`src/ccs_pkg.sv`:
```
// Shared types and constants for the chunked container scanner.
`default_nettype none
package ccs_pkg;

  // Scan phase of the chunk walker
  typedef enum logic [1:0] {
    PH_HEADER  = 2'd0,
    PH_PAYLOAD = 2'd1,
    PH_STOPPED = 2'd2
  } ccs_phase_t;

  // What the payload words of the current chunk feed
  typedef enum logic [1:0] {
    KIND_OTHER   = 2'd0,
    KIND_TEXTURE = 2'd1,
    KIND_SKIN    = 2'd2
  } ccs_kind_t;

  // Register index decoded from the APB address
  localparam logic REG_CONTAINER_LENGTH = 1'b0;
  localparam logic REG_MIN_BODY_LENGTH  = 1'b1;

  localparam logic [31:0] MIN_BODY_RESET = 32'd320;

  // Chunk tags, little-endian four-character codes
  localparam logic [31:0] TAG_BODY = 32'h3132_444D;
  localparam logic [31:0] TAG_TXID = 32'h4449_5854;
  localparam logic [31:0] TAG_SFID = 32'h4449_4653;
  localparam logic [31:0] TAG_TXAC = 32'h4341_5854;
  localparam logic [31:0] TAG_LDV1 = 32'h3156_444C;
  localparam logic [31:0] TAG_AFID = 32'h4449_4641;
  localparam logic [31:0] TAG_SKID = 32'h4449_4B53;
  localparam logic [31:0] TAG_PFID = 32'h4449_4650;
  localparam logic [31:0] TAG_BFID = 32'h4449_4642;

  // Skip flag bits
  localparam logic [7:0] FLAG_TXAC  = 8'h01;
  localparam logic [7:0] FLAG_LDV1  = 8'h02;
  localparam logic [7:0] FLAG_AFID  = 8'h04;
  localparam logic [7:0] FLAG_SKID  = 8'h08;
  localparam logic [7:0] FLAG_PFID  = 8'h10;
  localparam logic [7:0] FLAG_OTHER = 8'h80;

  typedef struct packed {
    logic [31:0] container_length;
    logic [15:0] min_body_length;
  } ccs_cfg_t;

  // One result as it leaves the scanner, before the body check
  typedef struct packed {
    logic        has_texture_id;
    logic [6:0]  texture_slot;
    logic [31:0] texture_id;
    logic        is_summary;
    logic [31:0] body_offset;
    logic [31:0] body_length;
    logic [7:0]  texture_count;
    logic [31:0] skin_first_id;
    logic [29:0] skin_count;
    logic [7:0]  skip_flags;
  } ccs_res_t;

  // Result as presented at the output ports
  typedef struct packed {
    ccs_res_t res;
    logic     body_found;
  } ccs_out_t;

endpackage
`default_nettype wire

```
`src/ccs_cfg.sv`:
```
// APB register file for container length and minimum body length.
`default_nettype none
module ccs_cfg (
  input  wire logic            clk,
  input  wire logic            rst_n,
  input  wire logic            psel,
  input  wire logic            penable,
  input  wire logic            pwrite,
  input  wire logic [2:0]      paddr,
  input  wire logic [31:0]     pwdata,
  output logic      [31:0]     prdata,
  output logic                 pready,
  output ccs_pkg::ccs_cfg_t    cfg
);

  logic [31:0] len_r;
  logic [15:0] min_r;
  logic        wr_en;

  assign pready = 1'b1;
  assign wr_en  = psel && penable && pwrite;
  assign cfg.container_length = len_r;
  assign cfg.min_body_length  = min_r;

  always_ff @(posedge clk) begin
    if (!rst_n) begin
      len_r <= '0;
      min_r <= ccs_pkg::MIN_BODY_RESET[15:0];
    end else if (wr_en) begin
      case (paddr[2])
        ccs_pkg::REG_CONTAINER_LENGTH: len_r <= pwdata;
        ccs_pkg::REG_MIN_BODY_LENGTH:  min_r <= pwdata[15:0];
        default: ;
      endcase
    end
  end

  always_comb begin
    case (paddr[2])
      ccs_pkg::REG_CONTAINER_LENGTH: prdata = len_r;
      ccs_pkg::REG_MIN_BODY_LENGTH:  prdata = {16'd0, min_r};
      default:                       prdata = '0;
    endcase
  end

endmodule
`default_nettype wire

```
`src/ccs_scan.sv`:
```
// Per-byte chunk walker: header decode, payload word assembly, running totals.
`default_nettype none
module ccs_scan #(
  parameter int MAX_TEXTURE_IDS = 128
) (
  input  wire logic               clk,
  input  wire logic               rst_n,
  input  wire logic               step,
  input  wire logic [7:0]         data_byte,
  input  wire ccs_pkg::ccs_cfg_t  cfg,
  output logic                    res_fire,
  output ccs_pkg::ccs_res_t       res
);

  localparam logic [29:0] MAX_IDS = 30'(MAX_TEXTURE_IDS);

  logic [31:0]         pos_r, pos_nxt;
  ccs_pkg::ccs_phase_t phase_r, phase_nxt;
  logic [63:0]         hdr_r, hdr_nxt;
  logic [31:0]         remain_r, remain_nxt;
  ccs_pkg::ccs_kind_t  kind_r, kind_nxt;
  logic [31:0]         word_r, word_nxt;
  logic [31:0]         widx_r, widx_nxt;
  logic [7:0]          wanted_r, wanted_nxt;
  logic [31:0]         body_off_r, body_off_nxt;
  logic [31:0]         body_len_r, body_len_nxt;
  logic [7:0]          tex_cnt_r, tex_cnt_nxt;
  logic [31:0]         skin_first_r, skin_first_nxt;
  logic [29:0]         skin_cnt_r, skin_cnt_nxt;
  logic [7:0]          flags_r, flags_nxt;

  logic        active, in_hdr, in_pay, take_hdr, overrun, word_done, last;
  logic [63:0] hdr_shift;
  logic [31:0] tag, size, asm_word, remain_dec, pos_inc;
  logic [32:0] start;
  logic [29:0] idx;
  logic [7:0]  n_words;
  logic        tex;
  logic [6:0]  slot;
  logic [31:0] tword;

  assign active     = pos_r < cfg.container_length;
  assign in_hdr     = phase_r == ccs_pkg::PH_HEADER;
  assign in_pay     = phase_r == ccs_pkg::PH_PAYLOAD;
  assign hdr_shift  = {data_byte, hdr_r[63:8]};
  assign tag        = hdr_shift[31:0];
  assign size       = hdr_shift[63:32];
  assign take_hdr   = active && in_hdr && (widx_r >= 32'd7);
  assign start      = {1'b0, pos_r} + 33'd1;
  assign overrun    = ({1'b0, start} + {2'b00, size}) > {2'b00, cfg.container_length};
  assign asm_word   = word_r | (32'(data_byte) << {widx_r[1:0], 3'b000});
  assign word_done  = widx_r[1:0] == 2'b11;
  assign idx        = widx_r[31:2];
  assign remain_dec = remain_r - 32'd1;
  assign pos_inc    = pos_r + 32'd1;
  assign last       = active && (pos_inc == cfg.container_length);
  assign n_words    = (size[31:2] > MAX_IDS) ? MAX_IDS[7:0] : size[9:2];

  // Next phase
  always_comb begin
    phase_nxt = phase_r;
    if (take_hdr) begin
      if (overrun) begin
        phase_nxt = ccs_pkg::PH_STOPPED;
      end else if (size == 32'd0) begin
        phase_nxt = ccs_pkg::PH_HEADER;
      end else begin
        phase_nxt = ccs_pkg::PH_PAYLOAD;
      end
    end else if (active && in_pay && (remain_dec == 32'd0)) begin
      phase_nxt = ccs_pkg::PH_HEADER;
    end
  end

  // Datapath and totals
  always_comb begin
    pos_nxt        = pos_r;
    hdr_nxt        = hdr_r;
    remain_nxt     = remain_r;
    kind_nxt       = kind_r;
    word_nxt       = word_r;
    widx_nxt       = widx_r;
    wanted_nxt     = wanted_r;
    body_off_nxt   = body_off_r;
    body_len_nxt   = body_len_r;
    tex_cnt_nxt    = tex_cnt_r;
    skin_first_nxt = skin_first_r;
    skin_cnt_nxt   = skin_cnt_r;
    flags_nxt      = flags_r;
    tex            = 1'b0;
    slot           = '0;
    tword          = '0;
    if (active) begin
      pos_nxt = pos_inc;
      if (in_hdr) begin
        hdr_nxt  = hdr_shift;
        widx_nxt = widx_r + 32'd1;
        if (take_hdr) begin
          widx_nxt = '0;
          word_nxt = '0;
          kind_nxt = ccs_pkg::KIND_OTHER;
          if (!overrun) begin
            if (tag == ccs_pkg::TAG_BODY) begin
              body_off_nxt = start[31:0];
              body_len_nxt = size;
            end else if (tag == ccs_pkg::TAG_TXID) begin
              tex_cnt_nxt = n_words;
              wanted_nxt  = n_words;
              kind_nxt    = ccs_pkg::KIND_TEXTURE;
            end else if (tag == ccs_pkg::TAG_SFID) begin
              skin_cnt_nxt = size[31:2];
              kind_nxt     = ccs_pkg::KIND_SKIN;
            end else if (tag == ccs_pkg::TAG_TXAC) begin
              flags_nxt = flags_r | ccs_pkg::FLAG_TXAC;
            end else if (tag == ccs_pkg::TAG_LDV1) begin
              flags_nxt = flags_r | ccs_pkg::FLAG_LDV1;
            end else if (tag == ccs_pkg::TAG_AFID) begin
              flags_nxt = flags_r | ccs_pkg::FLAG_AFID;
            end else if (tag == ccs_pkg::TAG_SKID) begin
              flags_nxt = flags_r | ccs_pkg::FLAG_SKID;
            end else if (tag == ccs_pkg::TAG_PFID || tag == ccs_pkg::TAG_BFID) begin
              flags_nxt = flags_r | ccs_pkg::FLAG_PFID;
            end else begin
              flags_nxt = flags_r | ccs_pkg::FLAG_OTHER;
            end
            if (size != 32'd0) begin
              remain_nxt = size;
            end
          end
        end
      end else if (in_pay) begin
        word_nxt = asm_word;
        if (word_done) begin
          if (kind_r == ccs_pkg::KIND_TEXTURE && idx < {22'd0, wanted_r}) begin
            tex   = 1'b1;
            slot  = idx[6:0];
            tword = asm_word;
          end else if (kind_r == ccs_pkg::KIND_SKIN && idx == 30'd0) begin
            skin_first_nxt = asm_word;
          end
          word_nxt = '0;
        end
        widx_nxt   = widx_r + 32'd1;
        remain_nxt = remain_dec;
        if (remain_dec == 32'd0) begin
          widx_nxt = '0;
          word_nxt = '0;
        end
      end
    end
  end

  always_ff @(posedge clk) begin
    if (!rst_n) begin
      pos_r        <= '0;
      phase_r      <= ccs_pkg::PH_HEADER;
      hdr_r        <= '0;
      remain_r     <= '0;
      kind_r       <= ccs_pkg::KIND_OTHER;
      word_r       <= '0;
      widx_r       <= '0;
      wanted_r     <= '0;
      body_off_r   <= '0;
      body_len_r   <= '0;
      tex_cnt_r    <= '0;
      skin_first_r <= '0;
      skin_cnt_r   <= '0;
      flags_r      <= '0;
    end else if (step) begin
      pos_r        <= pos_nxt;
      phase_r      <= phase_nxt;
      hdr_r        <= hdr_nxt;
      remain_r     <= remain_nxt;
      kind_r       <= kind_nxt;
      word_r       <= word_nxt;
      widx_r       <= widx_nxt;
      wanted_r     <= wanted_nxt;
      body_off_r   <= body_off_nxt;
      body_len_r   <= body_len_nxt;
      tex_cnt_r    <= tex_cnt_nxt;
      skin_first_r <= skin_first_nxt;
      skin_cnt_r   <= skin_cnt_nxt;
      flags_r      <= flags_nxt;
    end
  end

  assign res_fire = tex || last;

  always_comb begin
    res                = '0;
    res.has_texture_id = tex;
    res.texture_slot   = slot;
    res.texture_id     = tword;
    if (last) begin
      res.is_summary    = 1'b1;
      res.body_offset   = body_off_nxt;
      res.body_length   = body_len_nxt;
      res.texture_count = tex_cnt_nxt;
      res.skin_first_id = skin_first_nxt;
      res.skin_count    = skin_cnt_nxt;
      res.skip_flags    = flags_nxt;
    end
  end

endmodule
`default_nettype wire

```
`src/ccs_obuf.sv`:
```
// Two-entry result pipe: staging register, body check, output register.
`default_nettype none
module ccs_obuf (
  input  wire logic               clk,
  input  wire logic               rst_n,
  input  wire logic               push,
  input  wire ccs_pkg::ccs_res_t  push_res,
  input  wire ccs_pkg::ccs_cfg_t  cfg,
  output logic                    up_stall,
  output logic                    out_valid,
  input  wire logic               out_stall,
  output ccs_pkg::ccs_out_t       out_data
);

  logic              s1_valid_r;
  ccs_pkg::ccs_res_t s1_r;
  logic              o_valid_r;
  ccs_pkg::ccs_out_t o_r;
  logic              s1_move, found;
  logic [32:0]       body_end;

  // Stage 1 may move on when the output register is empty or draining
  assign s1_move  = !o_valid_r || !out_stall;
  assign up_stall = s1_valid_r && !s1_move;

  assign body_end = {1'b0, s1_r.body_offset} + {1'b0, s1_r.body_length};
  assign found    = s1_r.is_summary && (s1_r.body_offset != 32'd0) &&
                    (s1_r.body_length >= {16'd0, cfg.min_body_length}) &&
                    (body_end <= {1'b0, cfg.container_length});

  always_ff @(posedge clk) begin
    if (!rst_n) begin
      s1_valid_r <= 1'b0;
      o_valid_r  <= 1'b0;
    end else begin
      if (push) begin
        s1_valid_r <= 1'b1;
      end else if (s1_move) begin
        s1_valid_r <= 1'b0;
      end
      if (s1_move) begin
        o_valid_r <= s1_valid_r;
      end
    end
  end

  always_ff @(posedge clk) begin
    if (push) begin
      s1_r <= push_res;
    end
    if (s1_move && s1_valid_r) begin
      o_r.res        <= s1_r;
      o_r.body_found <= found;
    end
  end

  assign out_valid = o_valid_r;
  assign out_data  = o_r;

endmodule
`default_nettype wire

```
`src/chunked_container_scanner.sv`:
```
// Top level of the chunked container scanner (tag-length-value chunk walk).
//
//  channel   direction  handshake                 payload
//  --------  ---------  ------------------------  ---------------------------------------
//  in_       in         in_valid / in_stall       in_data_byte
//  out_      out        out_valid / out_stall     texture word and end-of-container summary
//  APB       in/out     psel penable pwrite pready container_length (0x0), min_body_length (0x4)
//
// One byte is taken per cycle while in_stall is low; the scanner state updates in the same cycle.
// A request that yields a result passes one staging register, then the body-bounds
// check into the output register, before it reaches out_valid.
// Throughput is one byte per clock, held only by out_stall backing up both registers.
// Reset (rst_n low, synchronous) clears scan state and totals, and sets
// container_length to 0 and min_body_length to 320.
// Write registers only while no request is in flight.
`default_nettype none
module chunked_container_scanner #(
  parameter int MAX_TEXTURE_IDS = 128
) (
  input  wire logic        clk,
  input  wire logic        rst_n,
  // configuration
  input  wire logic        psel,
  input  wire logic        penable,
  input  wire logic        pwrite,
  input  wire logic [2:0]  paddr,
  input  wire logic [31:0] pwdata,
  output logic      [31:0] prdata,
  output logic             pready,
  // byte stream
  input  wire logic        in_valid,
  output logic             in_stall,
  input  wire logic [7:0]  in_data_byte,
  // results
  output logic             out_valid,
  input  wire logic        out_stall,
  output logic             out_has_texture_id,
  output logic [6:0]       out_texture_slot,
  output logic [31:0]      out_texture_id,
  output logic             out_is_summary,
  output logic             out_body_found,
  output logic [31:0]      out_body_offset,
  output logic [31:0]      out_body_length,
  output logic [7:0]       out_texture_count,
  output logic [31:0]      out_skin_first_id,
  output logic [29:0]      out_skin_count,
  output logic [7:0]       out_skip_flags
);

  ccs_pkg::ccs_cfg_t cfg;
  ccs_pkg::ccs_res_t scan_res;
  ccs_pkg::ccs_out_t out_data;
  logic              step, res_fire, up_stall;

  // Register file
  ccs_cfg u_cfg (
    .clk     (clk),
    .rst_n   (rst_n),
    .psel    (psel),
    .penable (penable),
    .pwrite  (pwrite),
    .paddr   (paddr),
    .pwdata  (pwdata),
    .prdata  (prdata),
    .pready  (pready),
    .cfg     (cfg)
  );

  // Advance the walker on every accepted byte
  assign in_stall = up_stall;
  assign step     = in_valid && !up_stall;

  ccs_scan #(
    .MAX_TEXTURE_IDS (MAX_TEXTURE_IDS)
  ) u_scan (
    .clk       (clk),
    .rst_n     (rst_n),
    .step      (step),
    .data_byte (in_data_byte),
    .cfg       (cfg),
    .res_fire  (res_fire),
    .res       (scan_res)
  );

  // Hold results here while the consumer stalls
  ccs_obuf u_obuf (
    .clk       (clk),
    .rst_n     (rst_n),
    .push      (step && res_fire),
    .push_res  (scan_res),
    .cfg       (cfg),
    .up_stall  (up_stall),
    .out_valid (out_valid),
    .out_stall (out_stall),
    .out_data  (out_data)
  );

  assign out_has_texture_id = out_data.res.has_texture_id;
  assign out_texture_slot   = out_data.res.texture_slot;
  assign out_texture_id     = out_data.res.texture_id;
  assign out_is_summary     = out_data.res.is_summary;
  assign out_body_found     = out_data.body_found;
  assign out_body_offset    = out_data.res.body_offset;
  assign out_body_length    = out_data.res.body_length;
  assign out_texture_count  = out_data.res.texture_count;
  assign out_skin_first_id  = out_data.res.skin_first_id;
  assign out_skin_count     = out_data.res.skin_count;
  assign out_skip_flags     = out_data.res.skip_flags;

  // Every result carries a texture word, a summary, or both
  a_res_nonempty: assert property (@(posedge clk) disable iff (!rst_n)
    out_valid |-> (out_has_texture_id || out_is_summary))
    else $error("result with neither texture word nor summary");

  // Summary fields stay clear outside the final result
  a_summary_clear: assert property (@(posedge clk) disable iff (!rst_n)
    (out_valid && !out_is_summary) |->
      (!out_body_found && out_skip_flags == 8'd0 && out_texture_count == 8'd0))
    else $error("summary fields set on a non-summary result");

  // Texture fields stay clear when no word completes
  a_texture_clear: assert property (@(posedge clk) disable iff (!rst_n)
    (out_valid && !out_has_texture_id) |->
      (out_texture_slot == 7'd0 && out_texture_id == 32'd0))
    else $error("texture fields set without a texture word");

endmodule
`default_nettype wire
```
`config.mk`:
```
export PLATFORM = sky130hd
export DESIGN_NAME = chunked_container_scanner
export DESIGN_NICKNAME = d
export VERILOG_FILES = /design/src/ccs_pkg.sv /design/src/ccs_cfg.sv /design/src/ccs_scan.sv /design/src/ccs_obuf.sv /design/src/chunked_container_scanner.sv
export SDC_FILE = /design/constraint.sdc
export NUM_CORES = 2
export LEC_CHECK = 0
export ABC_AREA = 1
export ABC_CLOCK_PERIOD_IN_PS = 32000
export BUFFER_PORTS_ARGS = -buffer_cell sky130_fd_sc_hd__buf_2
export CAP_MARGIN = 0
export CORE_MARGIN = 4
export CORE_UTILIZATION = 40
export DETAILED_ROUTE_END_ITERATION = 16
export PLACE_DENSITY = 0.57
export SLEW_MARGIN = 20
export SYNTH_ARGS = -nofsm -noshare
export SYNTH_HDL_FRONTEND = slang
export SYNTH_SLANG_ARGS = --single-unit
```
`constraint.sdc`:
```
create_clock -name clk -period 32 [get_ports clk]
set_input_delay 1.6 -clock clk [delete_from_list [all_inputs] [get_ports clk]]
set_output_delay 1.6 -clock clk [all_outputs]
set_load 0.05 [all_outputs]
```
Word-level counts from Yosys, hierarchy flattened
Cells that the tools add are included.

Output and inout bits: 219. Flip-flop bits (word level): 763. Bits of input ports: 50.

Reductions and logical operators: 43. Mux-type cells: 73. Bitwise operators: 8. Add/subtract/negate cells: 6. Order comparisons: 7. Equality and inequality tests: 17. Shift operators: 1.

Operators with widths (count): 32-bit two-way mux (30); 32-bit by 31-bit == test with 1-bit output, second input constant (7); 30-bit two-way mux (7); 8-bit two-way mux (19); 143-bit two-way mux (1); 32-bit by 1-bit adder with 32-bit output, second input constant (2); 32-bit by 30-bit == test with 1-bit output, second input constant (2); 32-bit logical NOT (2); 32-bit one-hot mux with 2 select lines (1); 32-bit nonzero test (2); 33-bit by 32-bit adder with 34-bit output (1); 34-bit by 32-bit greater-than comparator with 1-bit output (1); 32-bit by 1-bit adder with 33-bit output, second input constant (1); 32-bit by 32-bit adder with 33-bit output (1); 33-bit by 32-bit <= comparator with 1-bit output (1); 32-bit == test (1); 32-bit by 16-bit greater-or-equal comparator with 1-bit output (1); 32-bit by 3-bit greater-or-equal comparator with 1-bit output, second input constant (1); 32-bit less-than comparator (1); 32-bit bitwise OR (1); 8-bit by 5-bit left shift with 32-bit output (1); 32-bit by 1-bit subtractor with 32-bit output, second input constant (1); 30-bit by 8-bit greater-than comparator with 1-bit output, second input constant (1); 30-bit logical NOT (1); other kinds (18) (68).

Depth between registers and ports, before layout
Depth in word-level cells: 15. Depth in mapped cells: 39. Mapped depth without buffers: 37.

By module
Synthesis repeated with hierarchy kept, for this count alone.

Cells, all modules: 5101. Area total of the unflattened synthesis: 40053.4 um2.

By module, submodules not included: ccs_scan (cells each 3817, area each 23383.7 um2, times used 1, seq. area each 6726.5 um2); ccs_obuf (cells each 895, area each 14312.5 um2, times used 1, seq. area each 11060.6 um2); ccs_cfg (cells each 384, area each 2333.5 um2, times used 1, seq. area each 960.9 um2); chunked_container_scanner (cells each 5, area each 23.8 um2, times used 1, seq. area each 0.0 um2).

Worst setup path before layout
Ideal clock, no wire load.

Kind: input to register. Start: in out_stall. End: reg u_obuf.o_r (netlist bit u_obuf.out_data[0]), enable pin. Slack: 20.859 ns. Setup time: 0.784 ns. Data required time: 31.216 ns. Path buffers: 0. Data arrival time: 10.357 ns. Cell stages on the path: 1. Cell sequence: a21oi_1.

Word-level cells in the longest chain between the ends: 3.

RTL lines: from (decl) (line chunked_container_scanner.sv:36) `input wire logic out_stall,`; 1-bit logical NOT (line ccs_obuf.sv:23) `assign s1_move = !o_valid_r || !out_stall;`; 1-bit logical OR (line ccs_obuf.sv:23); 1-bit logical AND (line ccs_obuf.sv:51) `if (s1_move && s1_valid_r) begin`; to (decl) (line ccs_obuf.sv:18) `ccs_pkg::ccs_out_t o_r;`.

No other way between the ends. A chain may end at the register's enable or synchronous reset.

Worst setup path after layout
Start: reg u_scan.pos_r[0]. End: reg u_obuf.s1_r[4] (netlist name) (data pin).

Elaborated cells between the ends (all ways): 13. Classes of those cells: add/sub: 3; order compare: 2; eq/ne: 1; mux: 4; reduce/logical: 3.

RTL lines: from (decl) (line ccs_scan.sv:17) `logic [31:0] pos_r, pos_nxt;`; from (signal assigned) (line ccs_scan.sv:170) `pos_r <= pos_nxt;`; 32-bit by 1-bit adder with 32-bit output (line ccs_scan.sv:55) `assign pos_inc = pos_r + 32'd1;`; named net u_scan.pos_inc[6] (line ccs_scan.sv:34) `logic [31:0] tag, size, asm_word, remain_dec, pos_inc;`; 32-bit == test (line ccs_scan.sv:56) `assign last = active && (pos_inc == cfg.container_length);`; 1-bit logical AND (line ccs_scan.sv:56); to (signal assigned) (line ccs_obuf.sv:49) `s1_r <= push_res;`; to (decl) (line ccs_obuf.sv:16) `ccs_pkg::ccs_res_t s1_r;`.

The timed path passes the listed nets, and every way through them passes these cells.

==> flow_summary_export.csv <==
group,metric,value,unit
run_status,outcome,"finished clean",
final_layout,fin_cells,6754,
die,die_w,326.9,um
worst_hold_path,min_to,"u_obuf.out_data[178]",
synthesis,netlist_area,40680,um^2
critical_path,critical_path_arrival,9.26,ns
final_layout,final_common_cell,"nand2_1",
detailed_routing,drc_errors,0,
sta,post-route-min-period,8.766,ns
power,seqPwrFrac,0.362,
final_layout,most-common-layout-cells,"nand2_1 (1,144), nor2_1 (645), inv_1 (505)",
placement,dp_slack,23.31,ns
cts,clkTransAtPathRegs,0.06,ns
critical_path,r2r_setup_slack,23.23,ns
synthesis,yosys-top-cells-area,"edfxtp_1 (27%), dfxtp_1 (19%), nand2_1 (11%), nor2_1 (6.0%), ha_1 (5.9%)",
detailed_routing,drt-initial-drc-count,2718,
sta,final_hold_viol_count,0,
synthesis,syn_inst,5188,
sta,fin_crit_sh,0.2739,
power,combPwrFrac,0.312,
worst_hold_path,holdPathStages,0,
worst_hold_path,hold_class,"reg -> reg",
die,die-area,106900,um^2
detailed_routing,wl_met1,56.71,mm
placement,place_area,42940,um^2
critical_path,worst-path-buf-inv,2,
grt,antenna_found_initial,2,
cts,cts_made_buffers,86,
cts,ctsLongestPathBuffers,3,
synthesis,avgSynthCellArea,7.841,um^2
critical_path,cp_top_family,"simple AND/OR/NAND/NOR gates",
critical_path,slowest_delay,1.03,ns
power,total_power,3.131,mW
cts,root_buffer,"clkbuf_16",
critical_path,cp-end-kind,"flip-flop",
cts,htreeDepth,3,
sta,fin_worst_skew,0.03157,ns
detailed_routing,routed-wl-met3,7.569,mm
detailed_routing,wl_met2,58.55,mm
grt,grt_pass1_wl,195.6,mm
sta,rsz0062_at_grt,"false",
grt,grt_usage,0.2325,
cts,ctsHoldBuffers,0,
synthesis,synth_top_area_share,0.2679,
sta,fin_setup_tns,0,ns
synthesis,synth_edf_count,363,
cts,cts_tree,"built",
die,io_pins,269,
power,leakage,18.59,nW
detailed_routing,drtPass1Iterations,6,
die,core_area,100400,um^2
synthesis,ys_async_sr_fraction,0,
critical_path,critical_path_class,"reg -> reg",
placement,place.gp.congestion,0.9195,
power,p_clk_frac,0.326,
power,power.switching,1.191,mW
cts,cts-resized-gates,0,
synthesis,yosysWarningCount,0,
sta,hold_slack,0.4097,ns
critical_path,critPathMaxFanout,44,
sta,slew-limit-headroom,0.2846,
detailed_routing,vias_per_cell,5.255,
grt,grt_overflow,0,
critical_path,r2r_start,"u_scan.pos_r[0]",
critical_path,r2r_end,"u_obuf.s1_r[4]",
final_layout,final_util,0.4566,
placement,hpwl,88.69,mm
sta,tightest_slew,1.073,ns
critical_path,cp-start-kind,"flip-flop",
synthesis,ys_seq_area_frac,0.4579,
power,switching_share,0.3804,
synthesis,synthFlopType,"dfxtp_1",
power,power.internal,1.940,mW
detailed_routing,top_layer_used,"met5",
run,drv_cap,0,
placement,dp_cells,6592,
synthesis,ys_ff_latch,749,
sta,setup_viol,0,
final_layout,postLayoutCellArea,45860,um^2
power,p_per_area,68.28,nW/um^2
critical_path,r2r_cells,29,
cts,clock_sink_count,749,
cts,postCtsSetupBuffers,0,
worst_hold_path,min_from,"u_obuf.s1_r[177]",
final_layout,drive_gt1_frac,0.09768,
final_layout,layout.nets,5567,
grt,grt_pass1_vias,33356,
placement,port_buffers,263,
sta,layout_setup_ws,23.23,ns
final_layout,syn2layout_area_growth,12.73,%
grt,grt_max_degree,130,
cts,clk_latency,0.67,ns
detailed_routing,wl_per_cell,18.80,um
detailed_routing,vias,35494,
power,ir_drop,0.00004469,V
detailed_routing,drtAntennaViolNets,0,
critical_path,slowest_stage,"nor2_2",
die,rows,116,
die,initial_core_util,0.4050,
die,fp.dieH,326.9,um
detailed_routing,drt-total-wl,127.0,mm
sta,drv_slew,0,
sta,max_clock_freq,114.1,MHz
critical_path,required,32.50,ns
synthesis,ys_types,56,
synthesis,yosysTopAreaCell,"edfxtp_1",
## final cells by class
type,count,area [um^2]
timing repair buffer,293,1560
inverter,524,1989
clock buffer,113,2366
fill,10119,54580
tap,1357,1698
clock inverter,47,529.3
sequential,749,18630
antenna,2,5.005
multi-input combinational,3669,19080
## how the worst max path moves through the flow
stage,from,end,cells after the start
floorplan,out_stall,u_obuf.out_data[0],1
global placement,u_scan.pos_r[0],u_obuf.s1_r[4],29
detailed placement,u_scan.pos_r[0],u_obuf.s1_r[4],29
CTS,u_scan.pos_r[0],u_obuf.s1_r[4],29
global route,u_scan.pos_r[0],u_obuf.s1_r[4],29
finish,u_scan.pos_r[0],u_obuf.s1_r[4],29
## cell usage after synthesis, types with 5 or more instances
cell type / n
dfxtp_1: 386
o211ai_1: 38
o21a_1: 7
buf_1: 21
o21ai_1: 14
a21oi_2: 51
nor2_1: 647
buf_2: 26
nor4_1: 41
clkinv_1: 5
nand4_1: 160
inv_1: 506
nor3b_1: 8
edfxtp_1: 363
mux2i_1: 8
a21oi_1: 434
a31oi_1: 15
nor2_2: 6
o21bai_1: 30
buf_4: 10
inv_2: 13
nand3_1: 267
ha_1: 192
a21o_1: 8
xor2_1: 86
a211oi_1: 6
nand3b_1: 6
buf_6: 14
nor3_1: 64
o21ai_0: 354
nand2_1: 1147
clkbuf_1: 176
xnor2_1: 35
## worst register-to-register path: cells and delay by family, from the launching register on
| kind | cells | cell delay (ns) |
|---|---|---|
| compound gates | 8 | 2.12 |
| xor+xnor | 1 | 0.49 |
| fa+ha+maj | 3 | 0.87 |
| buf+inv | 2 | 0.18 |
| flops | 1 | 0.40 |
| simple gates | 15 | 4.54 |
## power by group through the flow
stage          combinational, mW  sequential (mW)  clock (mW)
3_3_place_gp               0.962             1.15           0
5_1_grt                     1.11             1.14        1.08
4_1_cts                    0.978             1.13        1.04
6_report                   0.977             1.13        1.02
2_1_floorplan              0.719             1.12           0
3_5_place_dp               0.974             1.15           0
## cells by family after synthesis
group / after synthesis / synth area share
adders and majority gates: 194 / 0.06004
and+or+nand+nor: 2364 / 0.2448
AOI/OAI and AO/OA: 976 / 0.1323
other: 2 / 0.0001846
xor gates and xnor gates: 124 / 0.02740
muxes: 8 / 0.001968
DFF: 749 / 0.4579
buffers and inverters: 771 / 0.07544
## layer usage
metal,global-route usage,vias up
li1,-,17697
met1,0.3163,16582
met2,0.3803,1013
met3,0.03365,200
met4,0.07962,2
met5,0,-
## sequential cells by signal (all words and copies together), names as in the netlist
name and flops:
u_scan.body_len_r 32, u_scan.tex_cnt_r 8, u_obuf.out_data 182, u_scan.phase_r 2, u_scan.pos_r 32, u_obuf.s1_r 181, u_scan.remain_r 32, u_scan.wanted_r 8
u_scan.skin_first_r 32, u_scan.flags_r 6, u_obuf.out_valid 1, u_obuf.s1_valid_r 1, u_scan.skin_cnt_r 30, u_scan.body_off_r 32, u_scan.kind_r 2, u_cfg.min_r 16
u_scan.hdr_r 56, u_scan.word_r 32, u_cfg.len_r 32, u_scan.widx_r 32
(Power assumes the default switching activity.)
